$ cat src/rtl/gda_pkg.sv
// shared types, constants and calendar functions for the date adder
package gda_pkg;

    localparam int DAY_W   = 5;
    localparam int MONTH_W = 4;
    localparam int YEAR_W  = 14;
    localparam int CNT_IN_W = 16;
    localparam int ST_W    = 2;

    localparam int DAY_COUNT_BITS_DEF = 16;

    localparam logic [YEAR_W-1:0] MAX_YEAR = YEAR_W'(9999);
    localparam logic [4:0] FEB_LEAP_LEN = 5'd29;
    localparam logic [MONTH_W-1:0] MONTH_FEB = MONTH_W'(2);
    localparam logic [MONTH_W-1:0] MONTH_JAN = MONTH_W'(1);
    localparam logic [MONTH_W-1:0] MONTH_DEC = MONTH_W'(12);

    localparam logic [ST_W-1:0] ST_OK       = 2'd0;
    localparam logic [ST_W-1:0] ST_INVALID  = 2'd1;
    localparam logic [ST_W-1:0] ST_OVERFLOW = 2'd2;

    localparam logic [DAY_W-1:0] MONTH_LEN [1:12] = '{
        5'd31, 5'd28, 5'd31, 5'd30, 5'd31, 5'd30,
        5'd31, 5'd31, 5'd30, 5'd31, 5'd30, 5'd31
    };

    // controller to datapath
    typedef struct packed {
        logic load;
        logic reduce;
        logic check;
        logic step;
        logic finish;
    } t_gda_cmd;

    // datapath to controller
    typedef struct packed {
        logic last;
    } t_gda_sts;

    // divisible by 4 and not by 100, or divisible by 400
    function automatic logic is_leap(input logic [1:0] y_lo,
                                     input logic [6:0] y_mod100,
                                     input logic [8:0] y_mod400);
        return ((y_lo == 2'd0) && (y_mod100 != 7'd0)) || (y_mod400 == 9'd0);
    endfunction

    function automatic logic [DAY_W-1:0] days_in(input logic [MONTH_W-1:0] m,
                                                 input logic leap);
        logic [DAY_W-1:0] len;
        len = 5'd31;
        if (m >= MONTH_JAN && m <= MONTH_DEC) begin
            len = MONTH_LEN[m];
        end
        if (m == MONTH_FEB && leap) begin
            len = FEB_LEAP_LEN;
        end
        return len;
    endfunction

endpackage

$ cat src/rtl/gda_if.sv
// valid/ready channel interfaces for start dates and result dates
interface gda_in_if;
    logic                            valid;
    logic                            ready;
    logic [gda_pkg::DAY_W-1:0]       start_day;
    logic [gda_pkg::MONTH_W-1:0]     start_month;
    logic [gda_pkg::YEAR_W-1:0]      start_year;
    logic [gda_pkg::CNT_IN_W-1:0]    add_count;

    modport source (output valid, start_day, start_month, start_year, add_count,
                    input ready);
    modport sink (input valid, start_day, start_month, start_year, add_count,
                  output ready);
endinterface

interface gda_out_if;
    logic                            valid;
    logic                            ready;
    logic [gda_pkg::DAY_W-1:0]       end_day;
    logic [gda_pkg::MONTH_W-1:0]     end_month;
    logic [gda_pkg::YEAR_W-1:0]      end_year;
    logic [gda_pkg::ST_W-1:0]        status;

    modport source (output valid, end_day, end_month, end_year, status,
                    input ready);
    modport sink (input valid, end_day, end_month, end_year, status,
                  output ready);
endinterface

$ cat src/rtl/gda_ctrl.sv
// sequencer: load, year reduction, validity check, month walk, result hand-off
module gda_ctrl (
    input  logic              i_clk,
    input  logic              i_rst_n,
    input  logic              i_in_valid,
    input  logic              i_out_ready,
    input  gda_pkg::t_gda_sts i_sts,
    output logic              o_in_ready,
    output logic              o_out_valid,
    output gda_pkg::t_gda_cmd o_cmd
);

    typedef enum logic [1:0] {
        S_IDLE,
        S_REDUCE,
        S_CHECK,
        S_WALK
    } t_state;

    t_state r_state, n_state;
    logic   r_out_valid, n_out_valid;
    logic   out_free;

    assign out_free = !r_out_valid || i_out_ready;

    always_comb begin
        o_cmd        = '0;
        o_cmd.load   = (r_state == S_IDLE) && i_in_valid;
        o_cmd.reduce = (r_state == S_REDUCE);
        o_cmd.check  = (r_state == S_CHECK);
        // the last step must wait for a free output register
        o_cmd.step   = (r_state == S_WALK) && (!i_sts.last || out_free);
        o_cmd.finish = (r_state == S_WALK) && i_sts.last && out_free;
    end

    always_comb begin
        n_state     = r_state;
        n_out_valid = r_out_valid;
        if (i_out_ready) begin
            n_out_valid = 1'b0;
        end
        case (r_state)
            S_IDLE: begin
                if (i_in_valid) begin
                    n_state = S_REDUCE;
                end
            end
            S_REDUCE: begin
                n_state = S_CHECK;
            end
            S_CHECK: begin
                n_state = S_WALK;
            end
            S_WALK: begin
                if (o_cmd.finish) begin
                    n_state     = S_IDLE;
                    n_out_valid = 1'b1;
                end
            end
            default: begin
                n_state = S_IDLE;
            end
        endcase
    end

    always_ff @(posedge i_clk) begin
        if (!i_rst_n) begin
            r_state     <= S_IDLE;
            r_out_valid <= 1'b0;
        end else begin
            r_state     <= n_state;
            r_out_valid <= n_out_valid;
        end
    end

    assign o_in_ready  = (r_state == S_IDLE);
    assign o_out_valid = r_out_valid;

endmodule

$ cat src/rtl/gda_dp.sv
// datapath: date registers, year residues, one month step per cycle (the last step waits for a free output register)
module gda_dp #(
    parameter int DAY_COUNT_BITS = gda_pkg::DAY_COUNT_BITS_DEF
) (
    input  logic                           i_clk,
    input  gda_pkg::t_gda_cmd              i_cmd,
    input  logic [gda_pkg::DAY_W-1:0]      i_start_day,
    input  logic [gda_pkg::MONTH_W-1:0]    i_start_month,
    input  logic [gda_pkg::YEAR_W-1:0]     i_start_year,
    input  logic [gda_pkg::CNT_IN_W-1:0]   i_add_count,
    output gda_pkg::t_gda_sts              o_sts,
    output logic [gda_pkg::DAY_W-1:0]      o_end_day,
    output logic [gda_pkg::MONTH_W-1:0]    o_end_month,
    output logic [gda_pkg::YEAR_W-1:0]     o_end_year,
    output logic [gda_pkg::ST_W-1:0]       o_status
);

    localparam int CNT_W = (DAY_COUNT_BITS < gda_pkg::CNT_IN_W) ?
                           DAY_COUNT_BITS : gda_pkg::CNT_IN_W;
    localparam int DAY_W = gda_pkg::DAY_W;
    localparam int MONTH_W = gda_pkg::MONTH_W;
    localparam int YEAR_W = gda_pkg::YEAR_W;
    localparam int REDUCE_STEPS = 6;
    localparam logic [8:0] MOD400_TOP = 9'd399;
    localparam logic [6:0] MOD100_TOP = 7'd99;

    logic [DAY_W-1:0]   r_d, n_d;
    logic [MONTH_W-1:0] r_m, n_m;
    logic [YEAR_W-1:0]  r_y, n_y;
    logic [CNT_W-1:0]   r_rem, n_rem;
    logic [8:0]         r_y400, n_y400;
    logic [6:0]         r_y100, n_y100;
    logic               r_invalid, n_invalid;
    logic               r_ovf, n_ovf;

    logic [DAY_W-1:0]   r_out_d;
    logic [MONTH_W-1:0] r_out_m;
    logic [YEAR_W-1:0]  r_out_y;
    logic [gda_pkg::ST_W-1:0] r_out_st;

    logic [YEAR_W-1:0]  red_y;
    logic [8:0]         chk_y400;
    logic [6:0]         chk_y100;
    logic               leap_chk;
    logic               leap_cur;
    logic [DAY_W-1:0]   dim_chk;
    logic [DAY_W-1:0]   dim;
    logic [CNT_W:0]     sum;
    logic               fits;
    logic               year_end;
    logic [DAY_W-1:0]   consume;
    logic [gda_pkg::ST_W-1:0] st_next;

    // year mod 400 by restoring subtraction of 400 * 2^k
    always_comb begin
        red_y = r_y;
        for (int k = REDUCE_STEPS - 1; k >= 0; k--) begin
            if (red_y >= YEAR_W'(400 << k)) begin
                red_y = red_y - YEAR_W'(400 << k);
            end
        end
    end

    // year mod 100 from year mod 400
    always_comb begin
        chk_y400 = r_y400;
        if (chk_y400 >= 9'd200) begin
            chk_y400 = chk_y400 - 9'd200;
        end
        if (chk_y400 >= 9'd100) begin
            chk_y400 = chk_y400 - 9'd100;
        end
        chk_y100 = chk_y400[6:0];
    end

    assign leap_chk = gda_pkg::is_leap(r_y[1:0], chk_y100, r_y400);
    assign dim_chk  = gda_pkg::days_in(r_m, leap_chk);
    assign leap_cur = gda_pkg::is_leap(r_y[1:0], r_y100, r_y400);
    assign dim      = gda_pkg::days_in(r_m, leap_cur);
    assign sum      = (CNT_W+1)'(r_d) + (CNT_W+1)'(r_rem);
    assign fits     = sum <= (CNT_W+1)'(dim);
    assign year_end = (r_m == gda_pkg::MONTH_DEC) && (r_y == gda_pkg::MAX_YEAR);
    assign consume  = dim - r_d + DAY_W'(1);

    assign o_sts.last = r_invalid || (r_rem == '0) || fits || year_end;

    always_comb begin
        n_d       = r_d;
        n_m       = r_m;
        n_y       = r_y;
        n_rem     = r_rem;
        n_y400    = r_y400;
        n_y100    = r_y100;
        n_invalid = r_invalid;
        n_ovf     = r_ovf;
        if (i_cmd.load) begin
            n_d       = i_start_day;
            n_m       = i_start_month;
            n_y       = i_start_year;
            n_rem     = i_add_count[CNT_W-1:0];
            n_invalid = 1'b0;
            n_ovf     = 1'b0;
        end else if (i_cmd.reduce) begin
            n_y400 = red_y[8:0];
        end else if (i_cmd.check) begin
            n_y100    = chk_y100;
            n_invalid = !(r_m inside {[gda_pkg::MONTH_JAN:gda_pkg::MONTH_DEC]})
                        || (r_y > gda_pkg::MAX_YEAR) || (r_d == '0) || (r_d > dim_chk);
        end else if (i_cmd.step && !r_invalid && (r_rem != '0)) begin
            if (fits) begin
                n_d   = sum[DAY_W-1:0];
                n_rem = '0;
            end else begin
                n_rem = r_rem - CNT_W'(consume);
                n_d   = DAY_W'(1);
                if (r_m == gda_pkg::MONTH_DEC) begin
                    if (r_y == gda_pkg::MAX_YEAR) begin
                        // saturate at the last day of the last year
                        n_d   = DAY_W'(31);
                        n_m   = gda_pkg::MONTH_DEC;
                        n_ovf = 1'b1;
                    end else begin
                        n_m    = gda_pkg::MONTH_JAN;
                        n_y    = r_y + YEAR_W'(1);
                        n_y400 = (r_y400 == MOD400_TOP) ? 9'd0 : r_y400 + 9'd1;
                        n_y100 = (r_y100 == MOD100_TOP) ? 7'd0 : r_y100 + 7'd1;
                    end
                end else begin
                    n_m = r_m + MONTH_W'(1);
                end
            end
        end
    end

    always_comb begin
        st_next = gda_pkg::ST_OK;
        if (n_invalid) begin
            st_next = gda_pkg::ST_INVALID;
        end else if (n_ovf) begin
            st_next = gda_pkg::ST_OVERFLOW;
        end
    end

    always_ff @(posedge i_clk) begin
        r_d       <= n_d;
        r_m       <= n_m;
        r_y       <= n_y;
        r_rem     <= n_rem;
        r_y400    <= n_y400;
        r_y100    <= n_y100;
        r_invalid <= n_invalid;
        r_ovf     <= n_ovf;
        if (i_cmd.finish) begin
            r_out_d  <= n_d;
            r_out_m  <= n_m;
            r_out_y  <= n_y;
            r_out_st <= st_next;
        end
    end

    assign o_end_day   = r_out_d;
    assign o_end_month = r_out_m;
    assign o_end_year  = r_out_y;
    assign o_status    = r_out_st;

endmodule

$ cat src/rtl/gregorian_date_add_days_core.sv
// steps from input transfer to result: year reduction, validity check, month walk
// the walk advances one month per cycle through a single day-count subtractor,
// the last step waiting for a free output; the next item is taken while a result waits
// reset: synchronous active-low i_rst_n clears the sequencer and the output valid
// date and count registers are not reset
module gregorian_date_add_days_core #(
    parameter int DAY_COUNT_BITS = gda_pkg::DAY_COUNT_BITS_DEF
) (
    input  logic       i_clk,
    input  logic       i_rst_n,
    gda_in_if.sink     i_in,
    gda_out_if.source  o_out
);

    gda_pkg::t_gda_cmd cmd;
    gda_pkg::t_gda_sts sts;

    gda_ctrl u_ctrl (
        .i_clk       (i_clk),
        .i_rst_n     (i_rst_n),
        .i_in_valid  (i_in.valid),
        .i_out_ready (o_out.ready),
        .i_sts       (sts),
        .o_in_ready  (i_in.ready),
        .o_out_valid (o_out.valid),
        .o_cmd       (cmd)
    );

    gda_dp #(
        .DAY_COUNT_BITS (DAY_COUNT_BITS)
    ) u_dp (
        .i_clk         (i_clk),
        .i_cmd         (cmd),
        .i_start_day   (i_in.start_day),
        .i_start_month (i_in.start_month),
        .i_start_year  (i_in.start_year),
        .i_add_count   (i_in.add_count),
        .o_sts         (sts),
        .o_end_day     (o_out.end_day),
        .o_end_month   (o_out.end_month),
        .o_end_year    (o_out.end_year),
        .o_status      (o_out.status)
    );

    // one item in flight: no new transfer right after one is taken
    a_single_item: assert property (@(posedge i_clk) disable iff (!i_rst_n)
        (i_in.valid && i_in.ready) |=> !i_in.ready)
        else $error("input taken while an item is in flight");

    a_overflow_sat: assert property (@(posedge i_clk) disable iff (!i_rst_n)
        (o_out.valid && o_out.status == gda_pkg::ST_OVERFLOW) |->
        (o_out.end_day == 5'd31 && o_out.end_month == gda_pkg::MONTH_DEC &&
         o_out.end_year == gda_pkg::MAX_YEAR))
        else $error("overflow result not saturated");

    a_ok_date: assert property (@(posedge i_clk) disable iff (!i_rst_n)
        (o_out.valid && o_out.status == gda_pkg::ST_OK) |->
        (o_out.end_month >= gda_pkg::MONTH_JAN && o_out.end_month <= gda_pkg::MONTH_DEC &&
         o_out.end_day != 5'd0 && o_out.end_year <= gda_pkg::MAX_YEAR))
        else $error("ok result is not a calendar date");

    a_status_code: assert property (@(posedge i_clk) disable iff (!i_rst_n)
        o_out.valid |-> (o_out.status == gda_pkg::ST_OK ||
                         o_out.status == gda_pkg::ST_INVALID ||
                         o_out.status == gda_pkg::ST_OVERFLOW))
        else $error("undefined status code");

endmodule

$ cat src/flat_wrapper.sv
// flat-port wrapper written by rule: the top's interface ports become plain ports
module gregorian_date_add_days_core_flat 
#(
    parameter int DAY_COUNT_BITS = gda_pkg::DAY_COUNT_BITS_DEF
)
  (i_clk, i_rst_n, i_in_valid, i_in_start_day, i_in_start_month, i_in_start_year, i_in_add_count, i_in_ready, o_out_valid, o_out_end_day, o_out_end_month, o_out_end_year, o_out_status, o_out_ready);
  gda_in_if i_in_i ();
  gda_out_if o_out_i ();
  input  logic i_clk;
  input  logic i_rst_n;
  input wire logic [$bits(i_in_i.valid)-1:0] i_in_valid;
  input wire logic [$bits(i_in_i.start_day)-1:0] i_in_start_day;
  input wire logic [$bits(i_in_i.start_month)-1:0] i_in_start_month;
  input wire logic [$bits(i_in_i.start_year)-1:0] i_in_start_year;
  input wire logic [$bits(i_in_i.add_count)-1:0] i_in_add_count;
  output wire logic [$bits(i_in_i.ready)-1:0] i_in_ready;
  output wire logic [$bits(o_out_i.valid)-1:0] o_out_valid;
  output wire logic [$bits(o_out_i.end_day)-1:0] o_out_end_day;
  output wire logic [$bits(o_out_i.end_month)-1:0] o_out_end_month;
  output wire logic [$bits(o_out_i.end_year)-1:0] o_out_end_year;
  output wire logic [$bits(o_out_i.status)-1:0] o_out_status;
  input wire logic [$bits(o_out_i.ready)-1:0] o_out_ready;
  assign i_in_i.valid = i_in_valid;
  assign i_in_i.start_day = i_in_start_day;
  assign i_in_i.start_month = i_in_start_month;
  assign i_in_i.start_year = i_in_start_year;
  assign i_in_i.add_count = i_in_add_count;
  assign i_in_ready = i_in_i.ready;
  assign o_out_valid = o_out_i.valid;
  assign o_out_end_day = o_out_i.end_day;
  assign o_out_end_month = o_out_i.end_month;
  assign o_out_end_year = o_out_i.end_year;
  assign o_out_status = o_out_i.status;
  assign o_out_i.ready = o_out_ready;
  gregorian_date_add_days_core #(.DAY_COUNT_BITS(DAY_COUNT_BITS)) u_core (.i_clk(i_clk), .i_rst_n(i_rst_n), .i_in(i_in_i), .o_out(o_out_i));
endmodule
$ cat config.mk
export PLATFORM = sky130hd
export DESIGN_NAME = gregorian_date_add_days_core_flat
export DESIGN_NICKNAME = d
export VERILOG_FILES = /design/src/rtl/gda_pkg.sv /design/src/rtl/gda_if.sv /design/src/rtl/gda_ctrl.sv /design/src/rtl/gda_dp.sv /design/src/rtl/gregorian_date_add_days_core.sv /design/src/flat_wrapper.sv
export SDC_FILE = /design/constraint.sdc
export NUM_CORES = 1
export LEC_CHECK = 0
export BUFFER_PORTS_ARGS = -buffer_cell sky130_fd_sc_hd__buf_2
export CAP_MARGIN = 10
export CORE_MARGIN = 1.5
export CORE_UTILIZATION = 45
export CTS_BUF_LIST = sky130_fd_sc_hd__clkbuf_4 sky130_fd_sc_hd__clkbuf_8
export CTS_CLUSTER_DIAMETER = 100
export DETAILED_ROUTE_END_ITERATION = 10
export MAX_ROUTING_LAYER = met4
export PLACE_DENSITY = 0.65
export SYNTH_ARGS = -nofsm -noshare
export SYNTH_HDL_FRONTEND = slang
export SYNTH_SLANG_ARGS = --single-unit
$ cat constraint.sdc
create_clock -name i_clk -period 13.53 [get_ports i_clk]
set_input_delay 4.059 -clock i_clk [delete_from_list [all_inputs] [get_ports i_clk]]
set_output_delay 4.059 -clock i_clk [all_outputs]
set_load 0.05 [all_outputs]
## After elaboration in Yosys (flattened, before gate mapping)

Memory sizes are Yosys's and may differ from the RTL's.
Index checks and enable logic that the tools add are counted.

| cells by class | value |
|---|---|
| add/sub/neg operators | 16 |
| mux-type cells | 69 |
| equality and inequality tests | 17 |
| reductions and logical operators | 43 |
| bitwise operators | 3 |
| order comparisons | 14 |

Operators with widths:

| operator | count |
|---|---|
| 14-bit two-way mux | 12 |
| 9-bit two-way mux | 9 |
| 16-bit two-way mux | 5 |
| 5-bit two-way mux | 12 |
| 7-bit two-way mux | 7 |
| 4-bit two-way mux | 7 |
| 5-bit by 16-bit adder with 17-bit output | 1 |
| 17-bit by 5-bit less-or-equal comparator with 1-bit output | 1 |
| 16-bit logical NOT | 1 |
| 2-bit by 1-bit inequality test with 1-bit output (second input constant) | 8 |
| 16-bit nonzero test | 1 |
| 16-bit by 5-bit subtractor with 16-bit output | 1 |
| 14-bit by 1-bit adder with 14-bit output (second input constant) | 1 |
| 14-bit == test (second input constant) | 1 |
| 14-bit by 10-bit >= comparator with 1-bit output (second input constant) | 1 |
| 14-bit by 11-bit >= comparator with 1-bit output (second input constant) | 1 |
| 14-bit by 12-bit >= comparator with 1-bit output (second input constant) | 1 |
| 14-bit by 13-bit >= comparator with 1-bit output (second input constant) | 1 |
| 14-bit >= comparator (second input constant) | 1 |
| 14-bit by 9-bit >= comparator with 1-bit output (second input constant) | 1 |
| 14-bit > comparator (second input constant) | 1 |
| 7-bit nonzero test | 2 |
| 14-bit by 10-bit subtractor with 14-bit output (second input constant) | 1 |
| 14-bit by 11-bit subtractor with 14-bit output (second input constant) | 1 |
| 39 further kinds | 84 |

| storage, ports and cells | value |
|---|---|
| bits in read-only memories | 80 |
| word-level logic and storage cells | 177 |
| register bits | 85 |
| memories | 1 |

Memories:

| name | words | bits a word | read ports | clocked after Yosys merged registers in | write ports | RTL line | RTL |
|---|---|---|---|---|---|---|---|
| (name not given) | 16 | 5 | 1 | 0 | 0 | gda_pkg.sv:53 | `len = MONTH_LEN[m];` |

## Logic depth before layout (Yosys ltp)

| logic depth | value |
|---|---|
| depth in word-level cells | 19 |
| mapped depth | 24 |

## By module

A second synthesis with hierarchy kept.

| unflattened totals | value |
|---|---|
| cells, all modules | 779 |
| area total of the unflattened synthesis | 6,787.8 um^2 |

Modules (own cells, without submodules):

| module | area each (um^2) | cells an instance | instances |
|---|---|---|---|
| gda_dp | 6,546.3 | 753 | 1 |
| gda_ctrl | 241.5 | 26 | 1 |

## Least setup slack after synthesis

No wires, ideal clock.

| timing | value |
|---|---|
| kind | input to register |
| start | input port o_out_ready |
| end | register u_core.u_dp.r_out_y[13] (netlist: u_core.u_dp.o_end_year[13]) (data pin) |
| cell stages on the path | 9 |
| path buffers | 1 |
| setup slack | 6.941 ns |
| data arrival time | 6.427 ns |
| data required time | 13.368 ns |
| library setup time | 0.162 ns |
| cell sequence | nand2b_1 > inv_1 > a21o_1 > or4_1 > clkbuf_1 > nor3_1 > nand3_1 > or3_1 > a31oi_1 |

| between the ends | value |
|---|---|
| longest elaborated chain between the ends | 9 |

Ends and longest elaborated chain:

| element | RTL line | RTL |
|---|---|---|
| from (decl) | flat_wrapper.sv:22 | `input wire logic [$bits(o_out_i.ready)-1:0] o_out_ready;` |
| 1-bit logical OR | gda_ctrl.sv:24 | `assign out_free = !r_out_valid \|\| i_out_ready;` |
| 1-bit logical OR | gda_ctrl.sv:32 | `o_cmd.step = (r_state == S_WALK) && (!i_sts.last \|\| out_free);` |
| 1-bit logical AND | gda_ctrl.sv:32 |  |
| 1-bit logical AND (2 in a row) | gda_dp.sv:109 | `end else if (i_cmd.step && !r_invalid && (r_rem != '0)) begin` |
| 14-bit two-way mux | gda_dp.sv:109 |  |
| 14-bit two-way mux | gda_dp.sv:105 | `end else if (i_cmd.check) begin` |
| 14-bit two-way mux | gda_dp.sv:103 | `end else if (i_cmd.reduce) begin` |
| 14-bit two-way mux | gda_dp.sv:96 | `if (i_cmd.load) begin` |
| named net u_core.u_dp.n_y[13] | gda_dp.sv:29 | `logic [YEAR_W-1:0] r_y, n_y;` |
| to (signal assigned) | gda_dp.sv:156 | `r_out_y <= n_y;` |
| to (decl) | gda_dp.sv:38 | `logic [YEAR_W-1:0] r_out_y;` |

The timed path passes the listed nets, and every way through them passes these cells.
A chain may end at the register's enable or synchronous reset.

## Worst setup path in the final report

Same ends and word-level chain as after synthesis.

==> results by group <==
Clock network
  • CTS Hold Buffers Added: 0
  • H-tree levels: 3
  • PostCTS Resize Cnt: 0
  • Total CTS buffers: 9
  • Clock root cell: clkbuf_8
  • Clk_lat worst skew: 0.39 ns
  • Deepest clock path buffer count: 2
  • CTS tree: done
  • Post-CTS Setup Inserts: 0
  • CTS clk-pin slew, worst paths: 0.10 ns
  • Clk sinks: 85

Global route
  • Total global routing overflow: 0
  • Most Crowded Layer GR: met2
  • Initial antenna violation count: 0
  • Largest net degree at the start of global routing: 67
  • GR Util met3: 0.0333
  • First-pass GRT wire length: 28000 um
  • Met1 usage: 0.302
  • Tot GR Track Use: 0.223
  • M2 GR Usage: 0.346
  • Vias in the first global route: around 5700

Floorplan
  • Die Area: 16100 sq um
  • IO Count: 70
  • # rows: 45
  • Die width: roughly 130 um
  • Die Y: 127 um
  • Core Region: 15100 sq um
  • Initial core utilization: 0.457

Setup path
  • WP data arrival: 6.61 ns
  • Worst setup SP type: input pin
  • Slowest CP cell: or4_1
  • CP Max Fanout: 10
  • Reg-to-reg slack, setup: 7.29 ns
  • Critical path class: in2reg
  • Crit-path cells: buf_2 > nand2b_1 > inv_1 > a21o_1 > or4_1 > nor3_1 > nand3_1 > or3_1 > a31oi_1
  • Worst setup EP type: flop
  • Critical Path RT: 13.75 ns
  • Worst path buffer plus inverter count: 2
  • Delay-heaviest family, CP: simple AND/OR/NAND/NOR gates
  • Largest stage delay, worst path: roughly 0.67 ns

Yosys
  • Largest family of logic cells by synthesized area: compound AO/OA/AOI/OAI gates
  • Syn Area/Cell: 8.73 sq um
  • Syn Inst Count: between 700 and 800
  • Post-synth top cells: 85 x nand2_1, 57 x edfxtp_1, 54 x nor2_1, 50 x ha_1, 46 x o21ai_0
  • Register area share after synthesis: 0.330
  • Post-synth EDFFs: 57
  • Synth Area in Compound Gates: 0.241
  • Synth Area in XOR/XNOR: 0.0772
  • Synthesized area: around 7000 sq um
  • Post-synthesis adder-cell area fraction: 0.0995
  • Yosys warns: 0
  • Synth area leaders: edfxtp_1 25%, ha_1 9.1%, dfxtp_1 8.1%, xnor2_1 5.1%, nand2_1 4.6%
  • Synth cell types: 84
  • Syn Nets: between 800 and 900
  • Area leader, netlist: edfxtp_1
  • Synth Register Bits: 85
  • Top_reg_cell synth: edfxtp_1
  • Post-synthesis mux area share: 0.0171
  • Async SR Flop Fraction: 0
  • Most common cell in the netlist: nand2_1
  • Simple-gate share of the synthesized area: 0.190
  • Synth top area share: 0.248

Timing
  • Final Max Slew Viols: 0
  • Fmax achieved: between 150 and 200 MHz
  • Unrepaired setup endpoints after global routing: no
  • Max-Slew Margin vs Limit: 0.246
  • Hold Vio Cnt, Final: 0
  • Setup TNS: 0 ns
  • Period minus WS final: 6.39 ns
  • Worst Skew: between 0.015 and 0.02 ns
  • Crit share post-route: 0.472
  • Final setup fails: 0
  • Worst-Margin Slew: 1.13 ns
  • WHS: 0.498 ns

Place
  • Final HPWL DP: 12700 um
  • Area after DPL: 7380 sq um
  • GPL Wtd Cong: 0.848
  • IO Port Bufs: 69
  • Placed Cells: 1014

Routing
  • Via density: ~5.9
  • Routed len/inst: 16.7 um
  • Routed Antenna Nets: 0
  • Drt first pass iters: 5
  • Iteration-0 DRC Markers: 542
  • Final wirelength: 17200 um
  • Post-route DRC violation count: 0
  • Via count: 6061

Finish
  • Synth-to-Final Area Change: 9.68%
  • Design area: 7560 sq um
  • Non-filler instance count after layout: 1030
  • Antenna Cells: 0
  • Layout fillers: 1481
  • Layout cells sized above 1: 0.143
  • Layout net count: between 900 and 1000

Run
  • Total of max-cap violations: 0

Outcome
  • Outcome: completed

Min path
  • Hold Path Class: reg2reg
[through the flow]
stage,setup slack (ns),util
after floorplan,6.94,-
after global placement,6.83,0.489
after detailed placement,6.77,0.489
after CTS,7.19,0.501
after global routing,6.82,0.501
final,7.14,0.501
[flip-flops by register name (all words and copies together), names as in the netlist, 2 cells and up]
register / count
u_core.u_dp.o_status: 2
u_core.u_dp.o_end_month: 4
u_core.u_ctrl.r_state: 2
u_core.u_dp.o_end_year: 14
u_core.u_dp.r_rem: 16
u_core.u_dp.r_y400: 9
u_core.u_dp.r_d: 5
u_core.u_dp.r_m: 4
u_core.u_dp.r_y100: 7
u_core.u_dp.o_end_day: 5
u_core.u_dp.r_y: 14
[tightest hold or removal path, delay by kind of cell (launching register included)]
kind	cells	cell delay, ns
AND/OR/NAND/NOR	2	0.15
flip-flops	1	0.31
[kinds of logic (layout without fill, tap and decap cells)]
| logic type | count (synthesis) | after routing |
|---|---|---|
| mux | 11 | 11 |
| buf+inv | 83 | 136 |
| fa+ha+maj | 53 | 53 |
| simple gates | 267 | 267 |
| compound gates | 231 | 231 |
| xor+xnor | 59 | 59 |
| flops | 85 | 85 |
[metal layers]
metal / up-vias / wire length [um]
met5: - / 0
met4: 0 / 351
met3: 28 / 786
li1: 3020 / -
met2: 157 / 7780
met1: 2856 / 8290
[final timing paths]
kind / to / startpoint / depth (start not counted)
max: u_core.u_dp.o_end_year[13]$_DFFE_PP_ / o_out_ready / 9
max reg2reg: u_core.u_dp.r_y400[7]$_DFFE_PP_ / u_core.u_dp.r_y[13]$_DFF_P_ / 22
min reg2reg: u_core.u_dp.r_ovf$_DFF_P_ / u_core.u_dp.r_ovf$_DFF_P_ / 2
min: u_core.u_dp.r_ovf$_DFF_P_ / u_core.u_dp.r_ovf$_DFF_P_ / 2
[cell usage in the layout (no fill, tap or decap), types with 4 or more instances in the layout]
master / synthesis / final
o31a_1: 4 / 4
buf_4: 0 / 6
dfxtp_1: 28 / 28
and3_1: 7 / 7
mux2_2: 6 / 6
nor3_1: 29 / 29
o21bai_1: 7 / 7
a21o_1: 7 / 7
a21oi_1: 39 / 39
o21a_1: 5 / 5
o2111ai_1: 5 / 5
edfxtp_1: 57 / 57
xnor2_1: 40 / 40
nand4_1: 17 / 17
o22ai_1: 8 / 8
ha_1: 50 / 50
inv_1: 44 / 44
a211oi_1: 13 / 13
a21boi_0: 5 / 5
clkbuf_8: 0 / 9
xor2_1: 17 / 17
o31ai_1: 19 / 19
a31oi_1: 9 / 9
nand3_1: 23 / 23
o211a_1: 6 / 6
o21ai_0: 46 / 46
nand2_1: 85 / 85
a211o_1: 6 / 6
nor4_1: 4 / 4
o211ai_1: 8 / 8
and2_1: 4 / 4
nor2b_1: 8 / 8
nor2_1: 54 / 54
nand2b_1: 9 / 9
nand3b_1: 5 / 5
mux2i_1: 5 / 5
buf_2: 3 / 69
[cell type report]
type | instances | area (sq um) | area share
clock buffers | 9 | 124 | 0.0164
clock inverters | 7 | 56.3 | 0.00745
inverters | 45 | 169 | 0.0224
multi-input cells | 621 | 4310 | 0.570
flip-flops and latches | 85 | 2270 | 0.301
well taps | 188 | 235 | 0.0311
repair buffers | 75 | 390 | 0.0517
Power is left out: the tool's default activity adds up to more than one toggle a clock period on the data nets, which glitch-free logic cannot reach.
